==> src/rtl/core/zbp_pkg.sv <==
// Package for the zeromer background predictor.
// Fixed field widths and reset constants; no dependencies.
package zbp_pkg;

   localparam int TIME_BITS = 24;
   localparam int TAU_BITS  = 16;
   localparam int CORR_BITS = 32;
   // taue/taub + dt never reach 2^25
   localparam int MULT_BITS = TIME_BITS + 1;

   localparam logic [TAU_BITS-1:0] TAUE_RESET = 16'd256;

endpackage

==> src/rtl/core/zbp_req_if.sv <==
// Input channel interface: one frame of a well trace per transaction.
// Depends on zbp_pkg for the timestamp and time constant widths.
interface zbp_req_if #(
   parameter int SAMPLE_BITS = 24
);
   logic                             valid;
   logic                             ready;
   logic signed [SAMPLE_BITS-1:0]    ref_sample;
   logic [zbp_pkg::TIME_BITS-1:0]    frame_time;
   logic [zbp_pkg::TAU_BITS-1:0]     well_taub;
   logic                             last_frame;

   modport source (output valid, ref_sample, frame_time, well_taub, last_frame,
                   input ready);
   modport sink   (input valid, ref_sample, frame_time, well_taub, last_frame,
                   output ready);
endinterface

==> src/rtl/core/zbp_rsp_if.sv <==
// Result channel interface: one zeromer estimate per transaction.
// No package dependency.
interface zbp_rsp_if #(
   parameter int SAMPLE_BITS = 24
);
   logic                          valid;
   logic                          ready;
   logic signed [SAMPLE_BITS-1:0] zeromer_estimate;
   logic                          divide_fault;
   logic                          saturated;

   modport source (output valid, zeromer_estimate, divide_fault, saturated,
                   input ready);
   modport sink   (input valid, zeromer_estimate, divide_fault, saturated,
                   output ready);
endinterface

==> src/rtl/core/zeromer_background_predict.sv <==
// Zeromer background predictor top level: trace state, sequencer, output register.
// Depends on zbp_pkg, zbp_req_if, zbp_rsp_if, zbp_serial_mult, zbp_serial_div.
//
//  channel | direction | handshake          | payload
//  req     | in        | valid/ready        | ref_sample, frame_time, well_taub, last_frame
//  rsp     | out       | valid/ready        | zeromer_estimate, divide_fault, saturated
//  csr     | in        | csr_write_enable   | csr_write_data = taue_estimate
//
// The first frame of a trace goes from accept straight to the finish state. Later
// frames run a serial multiply over MULT_BITS (25) multiplier bits and then a serial
// divide over PROD_BITS (50 at default widths) quotient bits; a zero divisor skips
// the divide. One frame is in work at a time; the next is accepted
// while a result waits in the output register. Reset is synchronous and clears
// the trace state; taue_estimate returns to 256 (TAUE_RESET).
module zeromer_background_predict #(
   parameter int FRACTION_BITS = 8,
   parameter int SAMPLE_BITS   = 24
) (
   input  logic                            clock,
   input  logic                            reset,
   input  logic                            csr_write_enable,
   input  logic [zbp_pkg::TAU_BITS-1:0]    csr_write_data,
   zbp_req_if.sink                         req,
   zbp_rsp_if.source                       rsp
);
   localparam int TB = zbp_pkg::TIME_BITS;
   localparam int MB = zbp_pkg::MULT_BITS;
   localparam int CB = zbp_pkg::CORR_BITS;
   localparam int PROD_BITS = ((SAMPLE_BITS + MB > CB + FRACTION_BITS) ?
                               SAMPLE_BITS + MB : CB + FRACTION_BITS) + 1;
   localparam int SUM_BITS  = ((SAMPLE_BITS > CB) ? SAMPLE_BITS : CB) + 2;

   localparam logic [1:0] S_IDLE   = 2'd0;
   localparam logic [1:0] S_MULT   = 2'd1;
   localparam logic [1:0] S_DIV    = 2'd2;
   localparam logic [1:0] S_FINISH = 2'd3;

   localparam logic [PROD_BITS-1:0] QPOS =
      {{(PROD_BITS-SAMPLE_BITS+1){1'b0}}, {(SAMPLE_BITS-1){1'b1}}};
   localparam logic [PROD_BITS-1:0] QNEG =
      {{(PROD_BITS-SAMPLE_BITS){1'b0}}, 1'b1, {(SAMPLE_BITS-1){1'b0}}};
   localparam logic signed [SUM_BITS-1:0] CMAX =
      {{(SUM_BITS-CB+1){1'b0}}, {(CB-1){1'b1}}};
   localparam logic signed [SUM_BITS-1:0] CMIN =
      {{(SUM_BITS-CB+1){1'b1}}, {(CB-1){1'b0}}};

   logic [1:0]                    state_ff, state_in;
   logic [zbp_pkg::TAU_BITS-1:0]  taue_ff, taue_in;
   logic signed [CB-1:0]          corr_ff, corr_in;
   logic [TB-1:0]                 prev_ff, prev_in;
   logic                          start_ff, start_in;    // trace_start
   logic signed [SAMPLE_BITS-1:0] ref_ff, ref_in;
   logic [TB-1:0]                 now_ff, now_in;
   logic                          last_ff, last_in;
   logic                          first_ff, first_in;
   logic [MB-1:0]                 dsr_ff, dsr_in;
   logic                          neg_ff, neg_in;
   logic                          rsp_valid_ff, rsp_valid_in;
   logic signed [SAMPLE_BITS-1:0] rsp_est_ff, rsp_est_in;
   logic                          rsp_fault_ff, rsp_fault_in;
   logic                          rsp_sat_ff, rsp_sat_in;

   logic                          accept;
   logic [TB-1:0]                 dt;
   logic [MB-1:0]                 mult_val;
   logic                          mult_start;
   logic                          div_start;
   logic signed [PROD_BITS-1:0]   addend;
   logic signed [PROD_BITS-1:0]   product;
   logic                          mult_done;
   logic [PROD_BITS-1:0]          num_mag;
   logic [PROD_BITS-1:0]          quotient;
   logic                          div_done;
   logic                          fault;
   logic signed [SAMPLE_BITS-1:0] est;
   logic                          q_sat;
   logic signed [SUM_BITS-1:0]    corr_sum;
   logic signed [CB-1:0]          corr_next;
   logic                          c_sat;

   assign req.ready        = (state_ff == S_IDLE);
   assign accept           = req.valid && req.ready;
   assign rsp.valid        = rsp_valid_ff;
   assign rsp.zeromer_estimate = rsp_est_ff;
   assign rsp.divide_fault = rsp_fault_ff;
   assign rsp.saturated    = rsp_sat_ff;

   assign dt         = req.frame_time - prev_ff;
   assign mult_val   = {{(MB-zbp_pkg::TAU_BITS){1'b0}}, taue_ff} + {1'b0, dt};
   assign dsr_in     = accept ? ({{(MB-zbp_pkg::TAU_BITS){1'b0}}, req.well_taub} + {1'b0, dt})
                              : dsr_ff;
   assign mult_start = accept && !start_ff;
   assign addend     = {{(PROD_BITS-CB-FRACTION_BITS){corr_ff[CB-1]}}, corr_ff,
                        {FRACTION_BITS{1'b0}}};
   assign fault      = (dsr_ff == '0);
   assign num_mag    = product[PROD_BITS-1] ? (~product + 1'b1) : product;
   assign neg_in     = mult_done ? product[PROD_BITS-1] : neg_ff;
   assign div_start  = (state_ff == S_MULT) && mult_done && !fault;

   zbp_serial_mult #(
      .SAMPLE_BITS (SAMPLE_BITS),
      .PROD_BITS   (PROD_BITS)
   ) u_mult (
      .clock        (clock),
      .reset        (reset),
      .start        (mult_start),
      .multiplicand (req.ref_sample),
      .multiplier   (mult_val),
      .addend       (addend),
      .product      (product),
      .done         (mult_done)
   );

   zbp_serial_div #(
      .DIVIDEND_BITS (PROD_BITS)
   ) u_div (
      .clock    (clock),
      .reset    (reset),
      .start    (div_start),
      .dividend (num_mag),
      .divisor  (dsr_ff),
      .quotient (quotient),
      .done     (div_done)
   );

   // Quotient clip to the sample range; sign comes from the numerator.
   always_comb begin
      q_sat = 1'b0;
      est   = '0;
      if (!first_ff && !fault) begin
         if (neg_ff) begin
            if (quotient > QNEG) begin
               q_sat = 1'b1;
               est   = $signed(QNEG[SAMPLE_BITS-1:0]);
            end else begin
               est   = -$signed(quotient[SAMPLE_BITS-1:0]);
            end
         end else if (quotient > QPOS) begin
            q_sat = 1'b1;
            est   = $signed(QPOS[SAMPLE_BITS-1:0]);
         end else begin
            est   = $signed(quotient[SAMPLE_BITS-1:0]);
         end
      end
   end

   always_comb begin
      corr_sum = $signed({{(SUM_BITS-CB){corr_ff[CB-1]}}, corr_ff})
               + $signed({{(SUM_BITS-SAMPLE_BITS){ref_ff[SAMPLE_BITS-1]}}, ref_ff})
               - $signed({{(SUM_BITS-SAMPLE_BITS){est[SAMPLE_BITS-1]}}, est});
      c_sat = 1'b0;
      if (corr_sum > CMAX) begin
         c_sat     = 1'b1;
         corr_next = CMAX[CB-1:0];
      end else if (corr_sum < CMIN) begin
         c_sat     = 1'b1;
         corr_next = CMIN[CB-1:0];
      end else begin
         corr_next = corr_sum[CB-1:0];
      end
   end

   always_comb begin
      state_in     = state_ff;
      taue_in      = csr_write_enable ? csr_write_data : taue_ff;
      corr_in      = corr_ff;
      prev_in      = prev_ff;
      start_in     = start_ff;
      ref_in       = ref_ff;
      now_in       = now_ff;
      last_in      = last_ff;
      first_in     = first_ff;
      rsp_valid_in = rsp_valid_ff && !rsp.ready;
      rsp_est_in   = rsp_est_ff;
      rsp_fault_in = rsp_fault_ff;
      rsp_sat_in   = rsp_sat_ff;
      case (state_ff)
         S_IDLE: begin
            if (accept) begin
               ref_in   = req.ref_sample;
               now_in   = req.frame_time;
               last_in  = req.last_frame;
               first_in = start_ff;
               state_in = start_ff ? S_FINISH : S_MULT;
            end
         end
         S_MULT: begin
            if (mult_done) begin
               state_in = fault ? S_FINISH : S_DIV;
            end
         end
         S_DIV: begin
            if (div_done) begin
               state_in = S_FINISH;
            end
         end
         S_FINISH: begin
            if (!rsp_valid_ff || rsp.ready) begin
               rsp_valid_in = 1'b1;
               rsp_est_in   = est;
               rsp_fault_in = !first_ff && fault;
               rsp_sat_in   = !first_ff && (q_sat || c_sat);
               if (!first_ff) begin
                  corr_in = corr_next;
               end
               if (last_ff) begin
                  corr_in  = '0;
                  prev_in  = '0;
                  start_in = 1'b1;
               end else begin
                  prev_in  = now_ff;
                  start_in = 1'b0;
               end
               state_in = S_IDLE;
            end
         end
         default: begin
            state_in = S_IDLE;
         end
      endcase
   end

   always_ff @(posedge clock) begin
      if (reset) begin
         state_ff     <= S_IDLE;
         taue_ff      <= zbp_pkg::TAUE_RESET;
         corr_ff      <= '0;
         prev_ff      <= '0;
         start_ff     <= 1'b1;
         rsp_valid_ff <= 1'b0;
      end else begin
         state_ff     <= state_in;
         taue_ff      <= taue_in;
         corr_ff      <= corr_in;
         prev_ff      <= prev_in;
         start_ff     <= start_in;
         rsp_valid_ff <= rsp_valid_in;
      end
   end

   always_ff @(posedge clock) begin
      ref_ff       <= ref_in;
      now_ff       <= now_in;
      last_ff      <= last_in;
      first_ff     <= first_in;
      dsr_ff       <= dsr_in;
      neg_ff       <= neg_in;
      rsp_est_ff   <= rsp_est_in;
      rsp_fault_ff <= rsp_fault_in;
      rsp_sat_ff   <= rsp_sat_in;
   end
endmodule

==> src/rtl/core/zbp_serial_mult.sv <==
// Bit-serial shift-add multiplier: addend + multiplicand * multiplier,
// one multiplier bit per cycle, LSB first. Depends on zbp_pkg.
module zbp_serial_mult #(
   parameter int SAMPLE_BITS = 24,
   parameter int PROD_BITS   = 50
) (
   input  logic                                 clock,
   input  logic                                 reset,
   input  logic                                 start,
   input  logic signed [SAMPLE_BITS-1:0]        multiplicand,
   input  logic [zbp_pkg::MULT_BITS-1:0]        multiplier,
   input  logic signed [PROD_BITS-1:0]          addend,
   output logic signed [PROD_BITS-1:0]          product,
   output logic                                 done
);
   localparam int CNT_BITS = $clog2(zbp_pkg::MULT_BITS);

   logic signed [PROD_BITS-1:0]   acc_ff, acc_in;
   logic signed [PROD_BITS-1:0]   mcand_ff;
   logic [zbp_pkg::MULT_BITS-1:0] mplr_ff;
   logic [CNT_BITS-1:0]           count_ff;
   logic                          busy_ff;
   logic                          done_ff;

   assign acc_in  = acc_ff + (mplr_ff[0] ? mcand_ff : '0);
   assign product = acc_ff;
   assign done    = done_ff;

   always_ff @(posedge clock) begin
      if (reset) begin
         busy_ff <= 1'b0;
         done_ff <= 1'b0;
      end else begin
         done_ff <= busy_ff && (count_ff == '0);
         if (start) begin
            busy_ff <= 1'b1;
         end else if (busy_ff && (count_ff == '0)) begin
            busy_ff <= 1'b0;
         end
      end
   end

   always_ff @(posedge clock) begin
      if (start) begin
         acc_ff   <= addend;
         mcand_ff <= {{(PROD_BITS-SAMPLE_BITS){multiplicand[SAMPLE_BITS-1]}}, multiplicand};
         mplr_ff  <= multiplier;
         count_ff <= CNT_BITS'(zbp_pkg::MULT_BITS - 1);
      end else if (busy_ff) begin
         acc_ff   <= acc_in;
         mcand_ff <= mcand_ff <<< 1;
         mplr_ff  <= mplr_ff >> 1;
         count_ff <= count_ff - 1'b1;
      end
   end
endmodule

==> src/rtl/core/zbp_serial_div.sv <==
// Radix-2 restoring divider, one quotient bit per cycle, MSB first.
// Unsigned dividend and divisor; depends on zbp_pkg for the divisor width.
module zbp_serial_div #(
   parameter int DIVIDEND_BITS = 50
) (
   input  logic                              clock,
   input  logic                              reset,
   input  logic                              start,
   input  logic [DIVIDEND_BITS-1:0]          dividend,
   input  logic [zbp_pkg::MULT_BITS-1:0]     divisor,
   output logic [DIVIDEND_BITS-1:0]          quotient,
   output logic                              done
);
   localparam int DW       = zbp_pkg::MULT_BITS;
   localparam int CNT_BITS = $clog2(DIVIDEND_BITS);

   logic [DIVIDEND_BITS-1:0] dvd_ff;      // dividend bits out, quotient bits in
   logic [DW-1:0]            rem_ff;
   logic [DW-1:0]            dsr_ff;
   logic [CNT_BITS-1:0]      count_ff;
   logic                     busy_ff;
   logic                     done_ff;
   logic [DW:0]              rem_shift;
   logic [DW:0]              diff;
   logic                     qbit;

   assign rem_shift = {rem_ff, dvd_ff[DIVIDEND_BITS-1]};
   assign diff      = rem_shift - {1'b0, dsr_ff};
   assign qbit      = !diff[DW];
   assign quotient  = dvd_ff;
   assign done      = done_ff;

   always_ff @(posedge clock) begin
      if (reset) begin
         busy_ff <= 1'b0;
         done_ff <= 1'b0;
      end else begin
         done_ff <= busy_ff && (count_ff == '0);
         if (start) begin
            busy_ff <= 1'b1;
         end else if (busy_ff && (count_ff == '0)) begin
            busy_ff <= 1'b0;
         end
      end
   end

   always_ff @(posedge clock) begin
      if (start) begin
         dvd_ff   <= dividend;
         rem_ff   <= '0;
         dsr_ff   <= divisor;
         count_ff <= CNT_BITS'(DIVIDEND_BITS - 1);
      end else if (busy_ff) begin
         rem_ff   <= qbit ? diff[DW-1:0] : rem_shift[DW-1:0];
         dvd_ff   <= {dvd_ff[DIVIDEND_BITS-2:0], qbit};
         count_ff <= count_ff - 1'b1;
      end
   end
endmodule

==> src/flat_wrapper.sv <==
// flat-port wrapper written by rule: the top's interface ports become plain ports
module zeromer_background_predict_flat 
#(
   parameter int FRACTION_BITS = 8,
   parameter int SAMPLE_BITS   = 24
)
  (clock, reset, csr_write_enable, csr_write_data, req_valid, req_ref_sample, req_frame_time, req_well_taub, req_last_frame, req_ready, rsp_valid, rsp_zeromer_estimate, rsp_divide_fault, rsp_saturated, rsp_ready);
  zbp_req_if #(.SAMPLE_BITS(SAMPLE_BITS)) req_i ();
  zbp_rsp_if #(.SAMPLE_BITS(SAMPLE_BITS)) rsp_i ();
  input  logic clock;
  input  logic reset;
  input  logic csr_write_enable;
  input  logic [zbp_pkg::TAU_BITS-1:0] csr_write_data;
  input wire logic [$bits(req_i.valid)-1:0] req_valid;
  input wire logic [$bits(req_i.ref_sample)-1:0] req_ref_sample;
  input wire logic [$bits(req_i.frame_time)-1:0] req_frame_time;
  input wire logic [$bits(req_i.well_taub)-1:0] req_well_taub;
  input wire logic [$bits(req_i.last_frame)-1:0] req_last_frame;
  output wire logic [$bits(req_i.ready)-1:0] req_ready;
  output wire logic [$bits(rsp_i.valid)-1:0] rsp_valid;
  output wire logic [$bits(rsp_i.zeromer_estimate)-1:0] rsp_zeromer_estimate;
  output wire logic [$bits(rsp_i.divide_fault)-1:0] rsp_divide_fault;
  output wire logic [$bits(rsp_i.saturated)-1:0] rsp_saturated;
  input wire logic [$bits(rsp_i.ready)-1:0] rsp_ready;
  assign req_i.valid = req_valid;
  assign req_i.ref_sample = req_ref_sample;
  assign req_i.frame_time = req_frame_time;
  assign req_i.well_taub = req_well_taub;
  assign req_i.last_frame = req_last_frame;
  assign req_ready = req_i.ready;
  assign rsp_valid = rsp_i.valid;
  assign rsp_zeromer_estimate = rsp_i.zeromer_estimate;
  assign rsp_divide_fault = rsp_i.divide_fault;
  assign rsp_saturated = rsp_i.saturated;
  assign rsp_i.ready = rsp_ready;
  zeromer_background_predict #(.FRACTION_BITS(FRACTION_BITS), .SAMPLE_BITS(SAMPLE_BITS)) u_core (.clock(clock), .reset(reset), .csr_write_enable(csr_write_enable), .csr_write_data(csr_write_data), .req(req_i), .rsp(rsp_i));
endmodule
==> config.mk <==
export PLATFORM = sky130hd
export DESIGN_NAME = zeromer_background_predict_flat
export DESIGN_NICKNAME = d
export VERILOG_FILES = /design/src/rtl/core/zbp_pkg.sv /design/src/rtl/core/zbp_req_if.sv /design/src/rtl/core/zbp_rsp_if.sv /design/src/rtl/core/zeromer_background_predict.sv /design/src/rtl/core/zbp_serial_mult.sv /design/src/rtl/core/zbp_serial_div.sv /design/src/flat_wrapper.sv
export SDC_FILE = /design/constraint.sdc
export NUM_CORES = 1
export LEC_CHECK = 0
export BUFFER_PORTS_ARGS = -buffer_cell sky130_fd_sc_hd__buf_2
export CAP_MARGIN = 20
export CORE_MARGIN = 4
export CORE_UTILIZATION = 37
export CTS_BUF_LIST = sky130_fd_sc_hd__clkbuf_8
export CTS_CLUSTER_DIAMETER = 150
export DETAILED_ROUTE_END_ITERATION = 12
export PLACE_DENSITY = 0.61
export SLEW_MARGIN = 20
export SYNTH_ARGS = -nofsm -noshare
export SYNTH_HDL_FRONTEND = slang
export SYNTH_HIERARCHICAL = 1
export SYNTH_SLANG_ARGS = --single-unit
==> constraint.sdc <==
create_clock -name clock -period 12.3 [get_ports clock]
set_input_delay 2.46 -clock clock [delete_from_list [all_inputs] [get_ports clock]]
set_output_delay 2.46 -clock clock [all_outputs]
set_load 0.01 [all_outputs]
---- Word-level counts from Yosys, hierarchy flattened ----
Index checks and enable logic that the tools add are counted.
cells by class
  $lt $le $gt $ge ......................... 4
  reduce and logical (&&, ||, !) cells .... 30
  mux-type cells .......................... 40
  add/sub/neg operators ................... 11
  equality and inequality tests ........... 8
  bitwise operators ....................... 1
operators by type and width
  kind                                                              number
  2-to-1 mux 50 bit                                                 8
  2-to-1 mux 32 bit                                                 4
  2-to-1 mux 24 bit                                                 5
  2-to-1 mux 25 bit                                                 3
  adder 16 x 24 -> 25 bit                                           2
  adder 50 x 1 -> 50 bit (second input constant)                    1
  adder 50 bit                                                      1
  greater-than comparator 50 x 23 -> 1 bit (second input constant)  1
  greater-than comparator 50 x 24 -> 1 bit (second input constant)  1
  NOT 50 bit                                                        1
  greater-than comparator 34 x 32 -> 1 bit (second input constant)  1
  < comparator 34 x 32 -> 1 bit (second input constant)             1
  subtractor 33 x 24 -> 34 bit                                      1
  adder 32 x 24 -> 33 bit                                           1
  subtractor 26 x 25 -> 26 bit                                      1
  logical NOT 25 bit                                                1
  negator 24 bit                                                    1
  subtractor 24 bit                                                 1
  2-to-1 mux 1 bit                                                  14
  logical AND 1 bit                                                 10
  2-to-1 mux 2 bit                                                  5
  case mux 2 bit (4 select lines)                                   1
  nonzero test 2 bit                                                4
  logical NOT 1 bit                                                 6
  other kinds (13)                                                  19
word-level totals
  word-level logic and storage cells ...... 122
  output and inout bits ................... 28
  bits of input ports ..................... 86
  register bits ........................... 418

---- Logic depth before layout (Yosys ltp) ----
  word-level depth ........................ 10
  depth in mapped cells ................... 29
  depth with buffers taken out ............ 25

---- Hierarchy ----
The synthesis kept the hierarchy.
modules (own cells, without submodules)
  module                      cells each  instances  area each (um^2)
  zeromer_background_predict  1,534       1          13,459.2
  zbp_serial_mult             860         1          8,593.2
  zbp_serial_div              523         1          5,784.3

---- Least setup slack after synthesis ----
No wires, ideal clock.
  kind .................................... input -> register
  start ................................... in req_valid
  end ..................................... reg u_core.u_mult.mcand_ff[0] (enable)
  buffers on the path ..................... 3
  stages on the path ...................... 6
  slack ................................... 3.795 ns
  data arrival time ....................... 8.012 ns
  library setup time ...................... 0.493 ns
  cells stage by stage .................... and2_1 > nor2b_1 > clkbuf_1 > clkbuf_1 > buf_6 > or2_1
on the way
  word-level cells in the longest chain between the ends .. 3
RTL lines
  element                       line                              text
  start: declaration            flat_wrapper.sv:14                input wire logic [$bits(req_i.valid)-1:0] req_valid;
  logical AND 1 bit             zeromer_background_predict.sv:82  assign accept = req.valid && req.ready;
  logical AND 1 bit             zeromer_background_predict.sv:92  assign mult_start = accept && !start_ff;
  via u_core.mult_start         zeromer_background_predict.sv:66  logic mult_start;
  nonzero test 2 bit (no line)  --
  end signal: assignment        zbp_serial_mult.sv:46             mcand_ff <= {{(PROD_BITS-SAMPLE_BITS){multiplicand[SAMPLE_BITS-1]}}, multiplicand};
  end signal: assignment        zbp_serial_mult.sv:51             mcand_ff <= mcand_ff <<< 1;
  end: declaration              zbp_serial_mult.sv:19             logic signed [PROD_BITS-1:0] mcand_ff;
The timed path passes the listed nets, and every way through them passes these cells.
A chain may end at the register's enable or synchronous reset.

---- Worst setup path after layout ----
  start ................................... reg u_core.u_div.dvd_ff[0] (netlist: u_core/u_div/quotient[0])
  end ..................................... reg u_core.corr_ff[7]
on the way
  word-level cells in the longest chain between the ends .. 10
  elaborated cells on any way between the ends .. 14
  those cells by class .................... add/sub (2); order compare (4); mux (8)
RTL lines
  element                                                           line                                                                  text
  start: declaration                                                zbp_serial_div.sv:17                                                  logic [DIVIDEND_BITS-1:0] dvd_ff;
  start signal: assignment                                          zbp_serial_div.sv:49                                                  dvd_ff <= dividend;
  start signal: assignment                                          zbp_serial_div.sv:55                                                  dvd_ff <= {dvd_ff[DIVIDEND_BITS-2:0], qbit};
  greater-than comparator 50 x 23 -> 1 bit (tied with other cells)  zeromer_background_predict.sv:138                                     end else if (quotient > QPOS) begin
  2-to-1 mux 24 bit (on tied branches)                              zeromer_background_predict.sv:138, zeromer_background_predict.sv:132
  2-to-1 mux 24 bit (*)                                             zeromer_background_predict.sv:131                                     if (neg_ff) begin
  2-to-1 mux 24 bit (*)                                             zeromer_background_predict.sv:130                                     if (!first_ff && !fault) begin
  subtractor 33 x 24 -> 34 bit (*)                                  zeromer_background_predict.sv:150                                     - $signed({{(SUM_BITS-SAMPLE_BITS){est[SAMPLE_BITS-1]}}, est});
  < comparator 34 x 32 -> 1 bit                                     zeromer_background_predict.sv:155                                     end else if (corr_sum < CMIN) begin
  2-to-1 mux 32 bit                                                 zeromer_background_predict.sv:155
  2-to-1 mux 32 bit (*)                                             zeromer_background_predict.sv:152                                     if (corr_sum > CMAX) begin
  2-to-1 mux 32 bit (*)                                             zeromer_background_predict.sv:203                                     if (!first_ff) begin
  2-to-1 mux 32 bit (*)                                             zeromer_background_predict.sv:206                                     if (last_ff) begin
  end signal: assignment                                            zeromer_background_predict.sv:234                                     corr_ff <= corr_in;
  end: declaration                                                  zeromer_background_predict.sv:49                                      logic signed [CB-1:0] corr_ff, corr_in;
Mark *: on every way between the ends. The rest lies on a longest branch, timed or not. The select of a mux whose other input is x is not followed.

==> impl_metrics.toml <==
[power_and_ir_drop]
p_clk_frac = 0.273
p_sw_frac = 0.367
p_leak_nw = 11.9
vdd_drop_max_v = 0.0000993
p_per_area_nw_per_um2 = 159
power_switching_mw = 1.80
seqPwrFrac = 0.377
p_int_mw = 3.11
comb_power_share = 0.350

[logic_synthesis]
ys.flop_type = "edfxtp_1"
ys_async_sr_fraction = 0
synth.distinct_cells = 105
synth_seq_cells = 418
synth_edf_count = 302
ys_seq_area_frac = 0.409
synth_warnings = 6
syn_inst = 2917
synthesis.area_um2 = 27800
yosys-top-cells-area = "edfxtp_1 33%, dfxtp_1 8.3%, ha_1 7.7%, xnor2_1 4.8%, nand2_1 3.7%"
netlist.area_leader.share = 0.326
synth.largest_area_cell = "edfxtp_1"
postSynthAreaPerCell_um2 = 9.54

[cts]
clkTransAtPathRegs_ns = 0.06
cts_buffer_depth = 3
clock-sinks = 418
hold_buffers = 0
clock_latency_ns = 0.68
cts_htree_levels = 3
post_cts_resized = 0
cts_root_buf = "clkbuf_8"
cts_tree = "yes"
postCtsSetupBuffers = 0
numCtsBuffers = 80

[sta]
rsz0062_at_grt = "no"
slew_headroom = 0.322
fin_crit_ns = 8.23
timing.final.crit_share = 0.669
hold_viol = 0
skew_ns = 0.0509
fin_ws_ns = 4.07
finalMaxSlewViolations = 0
tns_ns = 0
max_freq_ghz = 0.122
finalSetupViolations = 0
tightest_slew_ns = 1.02

[grt]
antenna_found_initial = 11
grt_pass1_wl_um = 121000
grt_util_all_layers = 0.195
grt_max_degree = 175
grt_pass1_vias = 20839
overflow = 0

[outcome]
status = "completed"

[die]
rows = 100
die_w_um = 282
die-area_um2 = 79700
die-height_um = 282
core_region_area_um2 = 74400
initial_core_util = 0.374
ioPinCount = 114

[placement]
place_ws_ns = 4.32
gp_congestion = 0.924
dp_cells = 3901
portBuffers = 113
hpwlAfterDp_um = 58400
place_area_um2 = 29300

[route]
drc_errors = 0
post_drt_wl_per_cell_um = 19.4
ant_nets = 0
routed_wl_um = 78800
vias_per_cell = 5.44
dr.pass1.iters = 5
vias = 22063
dr.first_iter.drc_count = 1738

[setup_path]
arrival_ns = 8.81
start_kind = "flip-flop"
required_ns = 12.88
worstPathMaxFanout = 26
critPathKind = "flip-flop to flip-flop"
worstSetupEndpointType = "flip-flop"

[cells_and_area]
postLayoutCellArea_um2 = 30800
layout.cells.non_filler = 4053
fin_nets = 3308
layout_commonest_cell = "edfxtp_1"
area_delta_synth_final_pct = 10.8
nFillCells = 7359
drive_above_1_share = 0.123
mostFrequentLayoutCells = "302 x edfxtp_1, 278 x nand2_1, 276 x inv_1"

[flow_run]
max-cap-violations = 0

[worst_hold_path]
min_path_type = "flip-flop to flip-flop"
## routing by layer
layer / GRT usage / up-vias / share of wire
met5: 0 / - / 0.00077
met4: 0.0635 / 8 / 0.030
met3: 0.0397 / 148 / 0.069
met2: 0.282 / 667 / 0.41
met1: 0.289 / 10506 / 0.49
li1: - / 10734 / -
## kinds of logic after synthesis
| family | after synthesis | synth area share |
|---|---|---|
| AOI/OAI and AO/OA | 721 | 0.167 |
| xor gates and xnor gates | 201 | 0.0632 |
| adders and majority gates | 208 | 0.103 |
| buffers and inverters | 373 | 0.0538 |
| DFF | 418 | 0.409 |
| muxes | 130 | 0.0512 |
| other | 1 | 0.000135 |
| and+or+nand+nor | 865 | 0.152 |
## final cells by class
cell class              instances  area [µm²]  area share
multi-input cells            2133       15000       0.487
repair buffers                133         728      0.0236
diodes                          2        5.00    0.000162
well taps                     969        1210      0.0393
clock inverters                63         354      0.0115
clock buffers                  87        1200      0.0388
inverters                     248         931      0.0302
flip-flops and latches        418       11400       0.369
## registers in the layout, indices dropped and copies added, names as in the netlist, 2 cells and up
name,cells
u_core/u_div/quotient,50
u_core/u_mult/mcand_ff,50
u_core/u_mult/product,50
u_core/corr_ff,32
u_core/dsr_ff,25
u_core/u_div/dsr_ff,25
u_core/u_div/rem_ff,25
u_core/u_mult/mplr_ff,25
u_core/now_ff,24
u_core/prev_ff,24
u_core/ref_ff,24
u_core/rsp.zeromer_estimate,24
u_core/taue_ff,16
u_core/u_div/count_ff,6
u_core/u_mult/count_ff,5
u_core/state_ff,2
## power groups by stage
stage	clock network, mW	logic [mW]	registers (mW)
2_1_floorplan	0	1.29	1.84
3_3_place_gp	0	1.70	1.88
3_5_place_dp	0	1.70	1.88
4_1_cts	1.39	1.71	1.85
5_1_grt	1.46	1.92	1.87
6_report	1.34	1.72	1.85
## worst paths after layout
kind / start / to / slack, ns / cells past startpoint
setup reg to reg: u_core/u_div/quotient[0] / u_core/corr_ff[7] / 4.07 / 24
setup / recovery: u_core/u_div/quotient[0] / u_core/corr_ff[7] / 4.07 / 24
hold reg to reg: u_core/dsr_ff[12] / u_core/u_div/dsr_ff[12] / 0.45 / 0
hold / removal: u_core/dsr_ff[12] / u_core/u_div/dsr_ff[12] / 0.45 / 0
## critical path, cell delays in order, from the launching register on
cell	delay (ns)
edfxtp_1	0.44
inv_1	0.09
ha_1	0.22
or3b_2	0.53
nor4b_2	0.52
nand4_1	0.34
nor2_1	0.45
nand2_1	0.20
o41ai_1	0.34
nand2_1	0.15
a211o_1	0.31
buf_4	0.23
a311o_1	0.38
fa_1	0.44
ha_1	0.34
o211ai_1	0.12
o211a_1	0.27
nor3_1	0.49
o32ai_1	0.28
o31ai_1	0.55
a21oi_1	0.21
o221ai_2	0.43
buf_4	0.43
nand4b_1	0.15
a31oi_1	0.19
## synthesized netlist by cell type, drive strengths merged, types with 29 or more instances
cell type / count
ha: 171
or3: 31
edfxtp: 302
o31ai: 29
clkbuf: 101
nor3: 50
xor2: 48
mux2: 98
dfxtp: 116
inv: 247
and2: 68
a211oi: 34
nand2: 278
nand2b: 29
nand4: 35
mux2i: 32
nand3: 75
a31oi: 53
nor2: 183
o21ai: 179
xnor2: 153
a21o: 52
a21oi: 199
fa: 37
## through the flow
step,util,hold slack [ns],power (mW)
6_report,0.414,0.452,4.91
5_1_grt,0.414,0.460,5.24
4_1_cts,0.414,0.455,4.95
3_5_place_dp,0.393,0.441,3.58
3_3_place_gp,0.393,0.437,3.57
2_1_floorplan,-,0.427,3.14
No activity file was read; power rests on OpenSTA's default activity.
